$ cat src/rtl/cms_pkg.sv
// ----------------------------------------------------------------------------
// cms_pkg
// Shared types and constants of the colormap sampler: map codes, polynomial
// coefficients in thousandths, coolwarm end colors and the divide-by-1000 step.
// ----------------------------------------------------------------------------
package cms_pkg;

    localparam int COEF_W = 13;
    typedef logic signed [COEF_W-1:0] coef_t;

    localparam logic [2:0] MAP_GRAY     = 3'd0;
    localparam logic [2:0] MAP_VIRIDIS  = 3'd1;
    localparam logic [2:0] MAP_PLASMA   = 3'd2;
    localparam logic [2:0] MAP_COOLWARM = 3'd3;
    localparam logic [2:0] MAP_JET      = 3'd4;

    // [map: viridis, plasma][channel][c0..c3]
    localparam coef_t POLY_COEF [2][3][4] = '{
        '{ '{-13'sd19,   13'sd835,  -13'sd1334, 13'sd963},
           '{ 13'sd5,    13'sd1399, -13'sd979,  13'sd551},
           '{ 13'sd287,  13'sd1758, -13'sd3296, 13'sd1579} },
        '{ '{ 13'sd50,   13'sd2100, -13'sd2200, 13'sd1050},
           '{ 13'sd10,   13'sd50,    13'sd1500, -13'sd600},
           '{ 13'sd530,  13'sd800,  -13'sd1050, 13'sd0} }
    };

    localparam logic [7:0] CW_BLUE [3] = '{8'd59, 8'd76, 8'd192};
    localparam logic [7:0] CW_GREY [3] = '{8'd221, 8'd221, 8'd221};
    localparam logic [7:0] CW_RED  [3] = '{8'd180, 8'd4, 8'd38};

    // scaled channel before /1000, at most 255000
    localparam int Y_W = 18;
    // floor(y / 1000) == (y * DIV_MUL) >> DIV_SHIFT for y < 2^18
    localparam int DIV_MUL_W = 19;
    localparam logic [DIV_MUL_W-1:0] DIV_MUL = 19'd268436;
    localparam int DIV_SHIFT = 28;
    localparam int DIV_PROD_W = Y_W + DIV_MUL_W;

    typedef struct packed {
        logic s1;
        logic s2;
        logic s3;
        logic s4;
        logic s5;
    } pipe_en_t;

endpackage

$ cat src/rtl/cms_scale.sv
// ----------------------------------------------------------------------------
// cms_scale
// Clamps each polynomial result to [0, 1000*2^F] and registers
// floor(A*255 / 2^F), ready for the final divide by 1000.
// ----------------------------------------------------------------------------
module cms_scale
    import cms_pkg::*;
#(
    parameter int FRACTION_BITS = 16,
    localparam int AW = FRACTION_BITS + 14
) (
    input  logic                 aclk,
    input  pipe_en_t             en,
    input  logic signed [AW-1:0] a_in [3],
    output logic [Y_W-1:0]       y_out [3]
);

    localparam int F  = FRACTION_BITS;
    localparam int AC = F + 10;
    localparam int XW = F + 18;
    localparam logic [AW-1:0] LIM = AW'(1000) << F;

    for (genvar ch = 0; ch < 3; ch++) begin : g_lane
        logic [AC-1:0]  ac;
        logic [XW-1:0]  xw;
        logic [Y_W-1:0] y_reg;

        always_comb begin
            if (a_in[ch][AW-1]) begin
                ac = '0;
            end else if ($unsigned(a_in[ch]) > LIM) begin
                ac = LIM[AC-1:0];
            end else begin
                ac = a_in[ch][AC-1:0];
            end
            xw = XW'({ac, 8'h00}) - XW'(ac);
        end

        always_ff @(posedge aclk) begin
            if (en.s4) begin
                y_reg <= xw[F +: Y_W];
            end
        end

        assign y_out[ch] = y_reg;
    end

endmodule

$ cat config.mk
export PLATFORM = sky130hd
export DESIGN_NAME = cms_scale
export DESIGN_NICKNAME = d
export VERILOG_FILES = /design/src/rtl/cms_pkg.sv /design/src/rtl/cms_scale.sv
export SDC_FILE = /design/constraint.sdc
export NUM_CORES = 1
export LEC_CHECK = 0
export ABC_CLOCK_PERIOD_IN_PS = 6200
export BUFFER_PORTS_ARGS = -buffer_cell sky130_fd_sc_hd__buf_2
export CAP_MARGIN = 20
export CORE_AREA = 2 2 130 132
export DETAILED_ROUTE_END_ITERATION = 6
export DIE_AREA = 0 0 132 134
export HOLD_SLACK_MARGIN = 0.02
export SLEW_MARGIN = 5
export SYNTH_ARGS = -nofsm -noshare
export SYNTH_HDL_FRONTEND = slang
export SYNTH_SLANG_ARGS = --single-unit
$ cat constraint.sdc
create_clock -name aclk -period 6.2 [get_ports aclk]
set_clock_uncertainty 0.05 [all_clocks]
set_input_delay 1.24 -clock aclk [delete_from_list [all_inputs] [get_ports aclk]]
set_output_delay 1.24 -clock aclk [all_outputs]
set_load 0.05 [all_outputs]
=== After elaboration in Yosys (flattened, before gate mapping) ===
Index checks and enable logic that the tools add are counted.

* $add $sub $neg: 3
* $lt $le $gt $ge: 3
* Mux-type cells: 6

{| class="wikitable"
|+ Operators by type and width
! kind !! count
|-
| 2-to-1 mux 26 bit || 6
|-
| subtractor 34 x 26 -> 34 bit || 3
|-
| > comparator 30 x 26 -> 1 bit (second input constant) || 3
|}

* Bits in registers: 54
* Bits of input ports: 96
* Output and inout port bits: 54
* Word-level logic and storage cells: 15

=== Longest topological paths before layout ===
* Word-level depth: 4
* Gate-level depth with buffers: 17
* Gate-level depth less buffers: 15

=== Least setup slack after synthesis ===
Ideal clock, no wire load.

* Path type: input -> register
* Start point: input a_in[62] in the netlist's numbering
* End point: register g_lane[0].y_reg[11] (data pin)
* Setup time: 0.273 ns
* Data arrival time: 4.950 ns
* Required time: 5.877 ns
* Path slack: 0.927 ns
* Stages on the path: 15
* Buffers on the path: 2
* Path through: or4_1 nor4bb_1 a21o_1 clkbuf_1 clkbuf_1 nand2_1 ha_1 a21o_1 a21o_1 a2111o_1 or3_1 nand3_1 a32oi_2 a211oi_1 a211oi_1

* Word-level cells in the longest chain between the ends: 4

{| class="wikitable"
|+ RTL lines
! item !! RTL line !! source
|-
| start, declared || cms_scale.sv:14 || <nowiki>input logic signed [AW-1:0] a_in [3],</nowiki>
|-
| > comparator 30 x 26 -> 1 bit || cms_scale.sv:31 || <nowiki>end else if ($unsigned(a_in[ch]) > LIM) begin</nowiki>
|-
| 2-to-1 mux 26 bit * || cms_scale.sv:31 ||
|-
| 2-to-1 mux 26 bit * || cms_scale.sv:29 || <nowiki>if (a_in[ch][AW-1]) begin</nowiki>
|-
| subtractor 34 x 26 -> 34 bit * || cms_scale.sv:36 || <nowiki>xw = XW'({ac, 8'h00}) - XW'(ac);</nowiki>
|-
| via g_lane[0].xw[27] || cms_scale.sv:25 || <nowiki>logic [XW-1:0] xw;</nowiki>
|-
| end signal, assigned || cms_scale.sv:41 || <nowiki>y_reg <= xw[F +: Y_W];</nowiki>
|-
| end, declared || cms_scale.sv:26 || <nowiki>logic [Y_W-1:0] y_reg;</nowiki>
|}

The timed path passes the listed nets; every way through them passes the cells marked *.
A chain may end at the register's enable or synchronous reset.

=== Worst setup path after layout ===
Same ends and word-level chain as after synthesis.

==> results.json <==
{
  "busiest_layer": "met2",
  "drtPass1Iterations": 5,
  "ys_warn_count": 0,
  "power.leakage_uw": 0.00345,
  "cp-end-kind": "flop",
  "drc": 0,
  "final_common_cell": "buf_2",
  "path_cells": "buf_2 -> or4_1 -> nor4bb_1 -> a21o_1 -> nand2_1 -> ha_1 -> a21o_1 -> a21o_1 -> a2111o_1 -> or3_1 -> nand3_1 -> a32oi_2 -> a211oi_1 -> a211oi_1",
  "worst_slew_pin_slew_ns": 0.690,
  "endpoint": "g_lane[0].y_reg[11]",
  "synth_area_leaders": "edfxtp_1 29%, ha_1 12%, a21o_1 6.4%",
  "powerDensity_nw_per_um2": 185,
  "grtUsageMet3_pct": 2.00,
  "drtIter0Drc": 275,
  "maxCapViolations": 0,
  "postRouteAntennaNets": 0,
  "final-seq-area_um2": 1620,
  "h-tree-depth": 2,
  "nFillCells": 1665,
  "n_antenna_cell": 0,
  "cts-root-buf": "clkbuf_16",
  "largest_reg_flops": 54,
  "yosysSeqAreaShare_pct": 28.9,
  "cp_slowest_cell": "or4_1",
  "pre_cts_slack_ns": 0.541,
  "via_per_inst": 5.28,
  "design.die.area_um2": 17700,
  "cts_resized": 0,
  "final_nets": 972,
  "synth_cells": 680,
  "routed_wl_um": 15200,
  "wl_per_cell_um": 14.6,
  "num_vias": 5509,
  "clockBufferDepth": 2,
  "crit_arrival_ns": 5.31,
  "postSynthAreaPerCell_um2": 8.24,
  "cts_tree": "yes",
  "ioPinCount": 150,
  "cts_sinks": 54,
  "critPathMaxFanout": 22,
  "hold_violations": 0,
  "cp.required_ns": 6.18,
  "postCtsSetupRepairBufs": 0,
  "synth_cell_types": 61,
  "ys_async_sr_fraction_pct": 0,
  "synth_largest_area_cell": "edfxtp_1",
  "dp_hpwl_um": 12600,
  "met2_usage_pct": 30.0,
  "peakVddDrop_mv": 0.0978,
  "layout_common_cells": "145 x buf_2, 77 x nand2_1, 64 x inv_1, 57 x a21oi_1",
  "setup_ws_ns": 0.868,
  "clk_pin_slew_worst_paths_ns": 0.07,
  "cts_buffers": 5,
  "ctsHoldBuffers": 0,
  "cp-startpoint": "a_in[62]",
  "grt.met1_usage_pct": 22.0,
  "multi_input_area_um2": 3680,
  "cp_common_cell": "a21o_1",
  "setup_viol": 0,
  "fin_hold_ws_ns": 1.30,
  "antenna_found_initial": 0,
  "drive_gt1_share_pct": 20.5,
  "io_buffers": 145,
  "max_freq_mhz": 188,
  "gp_congestion": 0.882,
  "max_stage_delay_ns": 0.57,
  "drv_slew": 0,
  "synth_seq_cells": 54,
  "synth_top_area_share_pct": 28.9,
  "rsz0062_at_grt": "false",
  "syn-cell-area_um2": 5600,
  "syn_nets": 830,
  "areaGrowthSynthToFinish_pct": 20.0,
  "post-route-min-period_ns": 5.33,
  "synth-edff-count": 54,
  "worstSetupStartpointType": "primary input",
  "outcome": "complete, no violations",
  "holdCritPathClass": "in -> reg",
  "fin_crit_sh_pct": 86.0,
  "grt_max_degree": 55,
  "finalSetupTns_ns": 0,
  "die_w_um": 132,
  "rows": 47,
  "grt_pass1_vias": 5237,
  "grt-ovfl-total": 0,
  "core_um2": 16300,
  "start_util_pct": 34.4,
  "die_height_um": 134,
  "grt_pass1_wl_um": 25000,
  "maxSlewHeadroom_pct": 54.0,
  "grtUsageTotal_pct": 17.0,
  "ys.flop_type": "edfxtp_1",
  "worstSetupPathType": "in -> reg"
}
[cells by family (layout without fill, tap and decap cells)]
group                      after synthesis  in the layout  share of synthesized area (%)
AOI/OAI and AO/OA                      225            225                           26.9
xor gates and xnor gates                35             35                           5.47
adders and majority gates               54             54                           12.1
buffers and inverters                   79            222                           5.29
DFF                                     54             54                           28.9
and+or+nand+nor                        233            233                           21.3
[critical path: cells and delay by family]
family | cells | cell delay [ns]
adders and majority gates | 1 | 0.39
and+or+nand+nor | 5 | 1.74
buffers and inverters | 1 | 0.10
AOI/OAI and AO/OA | 7 | 1.83
[area by class of cell]
cell class                 instances  share of cell area, %
multi-input combinational        547                   54.8
sequential                        54                   24.1
timing repair buffer             150                   11.4
tap                              220                   4.10
inverter                          64                   3.57
clock buffer                       5                   1.86
clock inverter                     3                  0.168
[per-stage QoR]
step           cells  instance area, um^2  total power, uW  utilization (%)
6_report        1043                 6720             1240             41.3
5_1_grt         1043                 6720             1310             41.3
4_1_cts         1043                 6720             1260             41.3
3_5_place_dp    1035                 6590              986             40.4
3_3_place_gp    1035                 6590              986             40.4
2_1_floorplan    680                 5600              843                -
[worst min path at each step]
| stage | start | end | cells after the start |
|---|---|---|---|
| 2_1_floorplan | en[1] | g_lane[0].y_reg[0] | 0 |
| 3_3_place_gp | a_in[48] | g_lane[1].y_reg[11] | 3 |
| 3_5_place_dp | a_in[48] | g_lane[1].y_reg[11] | 3 |
| 4_1_cts | a_in[48] | g_lane[1].y_reg[11] | 3 |
| 5_1_grt | a_in[48] | g_lane[1].y_reg[11] | 3 |
| 6_report | a_in[48] | g_lane[1].y_reg[11] | 3 |
[per-layer routing]
metal,wire [um],share of wire [%]
met4,209,1.4
met2,7290,48
met1,7140,47
met3,594,3.9
met5,0,0
[synth_stat cells, drive strengths merged, types with 4 or more instances]
cell,instances
nand2,77
inv,64
a21oi,57
edfxtp,54
ha,54
a21o,48
o21ai,42
nor2,40
and2,27
xnor2,23
clkbuf,15
nor4,15
xor2,12
a31oi,11
nand3,11
o21bai,11
nand4,10
nor2b,9
nor3,9
o21a,9
a211oi,7
and3,5
nand2b,5
or4,5
and4,4
o211ai,4
o31ai,4
or2,4
[where the power goes]
part           leakage (uW)  internal [uW]  total [uW]  switching [uW]
registers          0.000529            463         475            12.0
logic               0.00286            155         501             346
clock network     0.0000663            146         268             122
No activity file was read; power rests on OpenSTA's default activity.
