File: src/rtl/cms_pkg.sv
// ----------------------------------------------------------------------------
// cms_pkg
// Shared types and constants of the colormap sampler: map codes, polynomial
// coefficients in thousandths, coolwarm end colors and the divide-by-1000 step.
// ----------------------------------------------------------------------------
package cms_pkg;

    localparam int COEF_W = 13;
    typedef logic signed [COEF_W-1:0] coef_t;

    localparam logic [2:0] MAP_GRAY     = 3'd0;
    localparam logic [2:0] MAP_VIRIDIS  = 3'd1;
    localparam logic [2:0] MAP_PLASMA   = 3'd2;
    localparam logic [2:0] MAP_COOLWARM = 3'd3;
    localparam logic [2:0] MAP_JET      = 3'd4;

    // [map: viridis, plasma][channel][c0..c3]
    localparam coef_t POLY_COEF [2][3][4] = '{
        '{ '{-13'sd19,   13'sd835,  -13'sd1334, 13'sd963},
           '{ 13'sd5,    13'sd1399, -13'sd979,  13'sd551},
           '{ 13'sd287,  13'sd1758, -13'sd3296, 13'sd1579} },
        '{ '{ 13'sd50,   13'sd2100, -13'sd2200, 13'sd1050},
           '{ 13'sd10,   13'sd50,    13'sd1500, -13'sd600},
           '{ 13'sd530,  13'sd800,  -13'sd1050, 13'sd0} }
    };

    localparam logic [7:0] CW_BLUE [3] = '{8'd59, 8'd76, 8'd192};
    localparam logic [7:0] CW_GREY [3] = '{8'd221, 8'd221, 8'd221};
    localparam logic [7:0] CW_RED  [3] = '{8'd180, 8'd4, 8'd38};

    // scaled channel before /1000, at most 255000
    localparam int Y_W = 18;
    // floor(y / 1000) == (y * DIV_MUL) >> DIV_SHIFT for y < 2^18
    localparam int DIV_MUL_W = 19;
    localparam logic [DIV_MUL_W-1:0] DIV_MUL = 19'd268436;
    localparam int DIV_SHIFT = 28;
    localparam int DIV_PROD_W = Y_W + DIV_MUL_W;

    typedef struct packed {
        logic s1;
        logic s2;
        logic s3;
        logic s4;
        logic s5;
    } pipe_en_t;

endpackage

File: src/rtl/cms_linear.sv
// ----------------------------------------------------------------------------
// cms_linear
// Piecewise-linear maps: grayscale, coolwarm two-segment blend and jet tents.
// Selector codes without a map give white. Result registered in stage 4.
// ----------------------------------------------------------------------------
module cms_linear
    import cms_pkg::*;
#(
    parameter int FRACTION_BITS = 16
) (
    input  logic                   aclk,
    input  pipe_en_t               en,
    input  logic [FRACTION_BITS:0] p_in,
    input  logic [2:0]             sel_in,
    output logic [7:0]             rgb_out [3]
);

    localparam int F  = FRACTION_BITS;
    localparam int JW = F + 4;
    localparam int GW = F + 9;
    localparam logic signed [JW-1:0] THREE_HALF = JW'(3) << (F - 1);
    localparam logic signed [JW-1:0] ONE_J      = JW'(1) << F;

    logic [GW-1:0] gray_t;
    logic [7:0]    gray;
    logic          lower;
    logic [F:0]    d_up;
    logic [F:0]    s;

    always_comb begin
        gray_t = GW'({p_in, 8'h00}) - GW'(p_in);
        gray   = gray_t[F +: 8];
        lower  = !p_in[F] && !p_in[F-1];
        d_up   = p_in - ((F+1)'(1) << (F - 1));
        s      = lower ? {p_in[F-1:0], 1'b0} : {d_up[F-1:0], 1'b0};
    end

    for (genvar ch = 0; ch < 3; ch++) begin : g_lane
        localparam logic [JW-1:0] KONE = JW'(3 - ch) << F;

        logic [7:0]           ca, cb;
        logic signed [9:0]    diff;
        logic signed [F+1:0]  s_s;
        logic signed [F+11:0] cw_prod, cw_sh;
        logic [9:0]           cw_sum;
        logic signed [JW-1:0] jd, jad, jv;
        logic [F:0]           jvc;
        logic [GW-1:0]        jt;
        logic [7:0]           sel_val;
        logic [7:0]           rgb_reg;

        always_comb begin
            ca      = lower ? CW_BLUE[ch] : CW_GREY[ch];
            cb      = lower ? CW_GREY[ch] : CW_RED[ch];
            diff    = $signed({2'b00, cb}) - $signed({2'b00, ca});
            s_s     = $signed({1'b0, s});
            cw_prod = diff * s_s;
            cw_sh   = cw_prod >>> F;
            cw_sum  = {2'b00, ca} + cw_sh[9:0];

            jd  = $signed(JW'({p_in, 2'b00})) - $signed(KONE);
            jad = jd[JW-1] ? -jd : jd;
            jv  = THREE_HALF - jad;
            if (jv[JW-1]) begin
                jvc = '0;
            end else if (jv > ONE_J) begin
                jvc = ONE_J[F:0];
            end else begin
                jvc = jv[F:0];
            end
            jt = GW'({jvc, 8'h00}) - GW'(jvc);

            case (sel_in)
                MAP_GRAY: begin
                    sel_val = gray;
                end
                MAP_COOLWARM: begin
                    sel_val = cw_sum[7:0];
                end
                MAP_JET: begin
                    sel_val = jt[F +: 8];
                end
                default: begin
                    sel_val = 8'hFF;
                end
            endcase
        end

        always_ff @(posedge aclk) begin
            if (en.s4) begin
                rgb_reg <= sel_val;
            end
        end

        assign rgb_out[ch] = rgb_reg;
    end

endmodule

File: config.mk
export PLATFORM = sky130hd
export DESIGN_NAME = cms_linear
export DESIGN_NICKNAME = d
export VERILOG_FILES = /design/src/rtl/cms_pkg.sv /design/src/rtl/cms_linear.sv
export SDC_FILE = /design/constraint.sdc
export NUM_CORES = 1
export LEC_CHECK = 0
export BUFFER_PORTS_ARGS = -buffer_cell sky130_fd_sc_hd__buf_2
export CAP_MARGIN = 20
export CORE_ASPECT_RATIO = 1.4
export CORE_UTILIZATION = 45
export DETAILED_ROUTE_END_ITERATION = 6
export PLACE_DENSITY = 0.64
export SETUP_SLACK_MARGIN = 0.02
export SYNTH_ARGS = -nofsm -noshare
export SYNTH_HDL_FRONTEND = slang
export SYNTH_SLANG_ARGS = --single-unit
File: constraint.sdc
create_clock -name aclk -period 11.6 [get_ports aclk]
set_input_delay 2.32 -clock aclk [delete_from_list [all_inputs] [get_ports aclk]]
set_output_delay 2.32 -clock aclk [all_outputs]
set_load 0.005 [all_outputs]
### After elaboration in Yosys (flattened, before gate mapping)

Index checks and enable logic that the tools add are counted.

| storage, ports and cells | value |
|---|---|
| input bits | 26 |
| register bits | 24 |
| output and inout port bits | 24 |
| logic and storage cells | 54 |

| cells by class | value |
|---|---|
| muxes and demuxes | 19 |
| add/subtract/negate cells | 20 |
| magnitude comparators | 3 |
| multipliers | 3 |
| reductions and logical operators | 4 |
| eq/ne operators | 2 |

Operators by type and width:

| kind | count |
|---|---|
| $mux 17 | 7 |
| $sub 24x17->24 | 4 |
| $mul 9x18->24 | 3 |
| $pmux 8 s3 | 3 |
| $gt 20x18->1 const B | 3 |
| $mux 20 | 3 |
| $neg 20->20 | 3 |
| $sub 18x20->20 const A | 3 |
| $sub 19x18->20 const B | 2 |
| $mux 8 | 4 |
| $sub 8x8->9 | 3 |
| $add 8x8->8 | 3 |
| $sub 19x17->20 const B | 1 |
| $sub 16x16->16 const B | 1 |
| $mux 7 | 1 |
| $mux 5 | 1 |
| $eq 3x2->1 const B | 1 |
| $eq 3x3->1 const B | 1 |
| $logic_not 3->1 | 1 |
| $logic_not 1->1 | 2 |
| $logic_and 1x1->1 | 1 |

### Longest topological paths before layout

| depth | value |
|---|---|
| depth in word-level cells | 9 |
| depth in mapped cells | 37 |
| depth with buffers taken out | 34 |

### Worst setup path after synthesis

No wires, ideal clock.

| path | value |
|---|---|
| path type | input to register |
| start | in p_in[16] |
| end | reg g_lane[2].rgb_reg[7] (data pin) |
| required time | 11,340 ps |
| setup time | 260 ps |
| slack | 1,545 ps |
| path buffers | 3 |
| cell stages on the path | 36 |
| data arrival time | 9,795 ps |
| path through | clkbuf_1 inv_1 ha_1 buf_1 inv_2 clkbuf_1 ha_1 xnor2_1 fa_1 inv_1 fa_1 inv_1 fa_1 inv_1 ha_1 ha_1 a21oi_1 o21ai_0 a211o_1 a21o_1 a21o_1 a21oi_1 nor2b_1 o21ai_0 nand2b_1 xor2_1 ha_1 or3_1 o21ai_0 a21oi_1 maj3_1 o21ai_0 o211ai_1 xnor2_1 mux2i_1 nand3_1 |

| between the ends | value |
|---|---|
| word-level cells in the longest chain between the ends | 9 |
| elaborated cells on any way between the ends | 18 |
| those cells by class | add/sub: 7; mul: 1; order compare: 1; mux: 7; reduce/logical: 2 |

Ends and longest elaborated chain:

| item | RTL line | RTL |
|---|---|---|
| start, declared | cms_linear.sv:13 | `input logic [FRACTION_BITS:0] p_in,` |
| $sub 19x17->20 | cms_linear.sv:61 | `jd = $signed(JW'({p_in, 2'b00})) - $signed(KONE);` |
| $neg 20->20 | cms_linear.sv:62 | `jad = jd[JW-1] ? -jd : jd;` |
| $mux 20 | cms_linear.sv:62 |  |
| $sub 18x20->20 | cms_linear.sv:63 | `jv = THREE_HALF - jad;` |
| $gt 20x18->1 | cms_linear.sv:66 | `end else if (jv > ONE_J) begin` |
| $mux 17 | cms_linear.sv:66 |  |
| $mux 17 | cms_linear.sv:64 | `if (jv[JW-1]) begin` |
| $sub 24x17->24 | cms_linear.sv:71 | `jt = GW'({jvc, 8'h00}) - GW'(jvc);` |
| $pmux 8 s3 * | cms_linear.sv:73 | `case (sel_in)` |
| via g_lane[2].sel_val[7] | cms_linear.sv:49 | `logic [7:0] sel_val;` |
| end signal, assigned | cms_linear.sv:91 | `rgb_reg <= sel_val;` |
| end, declared | cms_linear.sv:50 | `logic [7:0] rgb_reg;` |

The timed path passes the listed nets; every way through them passes the cells marked *.
A chain may end at the register's enable or synchronous reset.

### Final worst setup path

Ends and elaborated chain as after synthesis.

==> flow_summary.json <==
{
  "cts_max_level": 1,
  "final-max-slew-violation-count": 0,
  "port_buffers": 45,
  "dr.pass1.iters": 6,
  "place.gp.congestion": 0.980,
  "wl_per_cell_microns": 21.4,
  "largest_register_ffs": 24,
  "drt_iter0_drc": 1194,
  "syn_to_final_growth_pct": 5.95,
  "hold_violations": 0,
  "antennaDiodeCount": 0,
  "cts_root_buf": "clkbuf_16",
  "syn_area_sq_um": 16000,
  "pin_count": 50,
  "postCtsSetupBuffers": 0,
  "fin_crit_sh_pct": 89.1,
  "track_usage_pct": 28.4,
  "ys_warn_count": 0,
  "synth_area_leaders": "fa_1 (24%), ha_1 (19%), xnor2_1 (6.6%)",
  "vias": 14400,
  "routed_wl_microns": 50800,
  "cts_buffer_depth": 2,
  "cts_sinks": 24,
  "async_reset_ff_share_pct": 0,
  "die_x_microns": 161,
  "path_max_fanout": 23,
  "start_util_pct": 45.8,
  "synth_top_area_share_pct": 23.7,
  "path_class": "in2reg",
  "fmax_mhz": 96.8,
  "die-area_sq_um": 36400,
  "critical_path.max_stage_delay_ns": 0.52,
  "drt-vias-per-instance": 6.07,
  "ys_ff_latch": 24,
  "grt_overflow": 0,
  "max-vdd-ir-drop_mv": 0.579,
  "ant_nets": 0,
  "final_nets": 2377,
  "syn_area_per_cell_sq_um": 8.50,
  "slew_headroom_pct": 37.4,
  "synth_cells": 1886,
  "startpoint_type": "primary input",
  "crit_required_ns": 11.60,
  "p_leak_nw": 7.67,
  "grt_max_degree": 56,
  "ys_top_cells_by_count": "ha_1 (241), inv_1 (198), fa_1 (190)",
  "drive_gt1_share_pct": 7.61,
  "yosys.area.top_type": "fa_1",
  "place_inst": 2370,
  "synth_cell_types": 100,
  "rsz0062_at_grt": "false",
  "final_area_sq_um": 17000,
  "status": "completed",
  "path_clk_slew_ns": 0.06,
  "ys_seq_area_share_pct": 4.50,
  "final.min_clock_period_ns": 10.33,
  "final_util_pct": 48.6,
  "antenna_found_initial": 1,
  "fin_cells": 2375,
  "synth.most_common_cell": "ha_1",
  "cp.arrival_ns": 10.34,
  "holdPathStages": 1,
  "crit_top_cell": "ha_1",
  "cp-end-kind": "flip-flop",
  "ctsResizeCount": 0,
  "synth_ff_type": "edfxtp_1",
  "drc": 0,
  "cts_buffers": 3,
  "setup_viol": 0,
  "fp.dieH_microns": 225,
  "setup_tns_ns": 0,
  "synth_enable_flop_cells": 24,
  "cts_tree": "done",
  "worst_slew_pin_slew_ns": 0.929,
  "slowest_stage": "fa_1",
  "p_per_area_nw_per_um2": 232,
  "min_path_type": "in2reg",
  "grt_pass1_wl_microns": 80700,
  "core_area_sq_um": 35000,
  "num_rows": 81,
  "dpl_cell_area_sq_um": 16900,
  "cap_violations": 0,
  "cts_hold_buf": 0,
  "first_global_vias": 14600,
  "dp_hpwl_microns": 40600
}
worst paths after layout:
path	start	to	slack (ns)
min	en[1]	g_lane[1].rgb_reg[4]$_DFFE_PP_	2.56
max	p_in[16]	g_lane[2].rgb_reg[7]$_DFFE_PP_	1.27
per-layer routing:
metal | part of all wire (%) | wire [microns] | up-vias | GRT usage (%)
li1 | - | - | 6717 | -
met1 | 42 | 21300 | 7056 | 37.2
met2 | 47 | 23900 | 510 | 47.9
met3 | 5.7 | 2900 | 134 | 1.73
met4 | 5.1 | 2600 | 2 | 12.9
met5 | 0.026 | 13 | - | 0
cells by family after synthesis:
family          count (synthesis)  share of synthesized area [%]
flops                          24                           4.50
fa+ha+maj                     433                           42.7
other cells                     2                         0.0469
buf+inv                       295                           7.24
mux                            26                           1.76
simple gates                  535                           17.1
xor+xnor                      153                           8.53
compound gates                418                           18.1
power breakdown:
| part | switching (mW) | internal, mW | total, mW | leakage [nW] |
|---|---|---|---|---|
| combinational | 2.14 | 1.57 | 3.71 | 7.38 |
| sequential | 0.00545 | 0.122 | 0.128 | 0.238 |
| clock | 0.0299 | 0.0687 | 0.0986 | 0.0511 |
| total | 2.18 | 1.76 | 3.94 | 7.67 |
cell type report:
cell class | instances | area (sq um)
Timing Repair Buffer | 83 | 520
Sequential cell | 24 | 721
Clock buffer | 3 | 75.1
Inverter | 206 | 773
Tap cell | 456 | 571
Multi-Input combinational cell | 1602 | 14300
Fill cell | 3412 | 18000
Clock inverter | 1 | 30.0
cells in the final DEF, fill, tap and decap left out, types with 7 or more instances in the layout:
cell / Yosys / layout
ha_1: 241 / 240
inv_1: 198 / 198
fa_1: 190 / 190
nor2_1: 145 / 145
nand2_1: 122 / 122
xnor2_1: 120 / 120
a21oi_1: 88 / 87
o21ai_0: 77 / 77
nand3_1: 47 / 47
buf_2: 18 / 45
nor3_1: 42 / 42
conb_1: 2 / 37
buf_4: 2 / 36
xor2_1: 31 / 31
o211ai_1: 26 / 26
edfxtp_1: 24 / 24
a21o_1: 23 / 23
nand4_1: 22 / 22
or3_1: 19 / 19
nor4_1: 17 / 17
o31ai_1: 17 / 17
a211oi_1: 16 / 16
o21a_1: 16 / 16
and2_1: 15 / 15
mux2i_1: 15 / 15
nor2b_1: 14 / 14
nand2b_1: 13 / 13
a31oi_1: 13 / 13
a211o_1: 13 / 13
o2111ai_1: 12 / 12
or2_2: 11 / 11
or4_1: 9 / 9
mux2_2: 9 / 9
a22oi_1: 8 / 8
o22ai_1: 8 / 8
a41oi_1: 7 / 7
nand4b_1: 7 / 7
and3_1: 7 / 7
and4_1: 7 / 7
critical path, delay by kind of cell:
| kind | cells | cell delay, ns |
|---|---|---|
| simple gates | 4 | 0.61 |
| compound gates | 11 | 2.17 |
| mux | 1 | 0.29 |
| buf+inv | 4 | 1.17 |
| fa+ha+maj | 9 | 3.38 |
| xor+xnor | 2 | 0.37 |
stage by stage:
step	total power, mW	hold slack (ns)	setup WS (ns)
2_1_floorplan	2.78	2.43	1.54
3_3_place_gp	3.71	2.71	1.13
3_5_place_dp	3.78	2.71	1.07
4_1_cts	3.92	2.57	1.29
5_1_grt	4.37	2.59	0.834
6_report	3.94	2.56	1.27
Note: power is estimated with default switching activity, not from simulation.
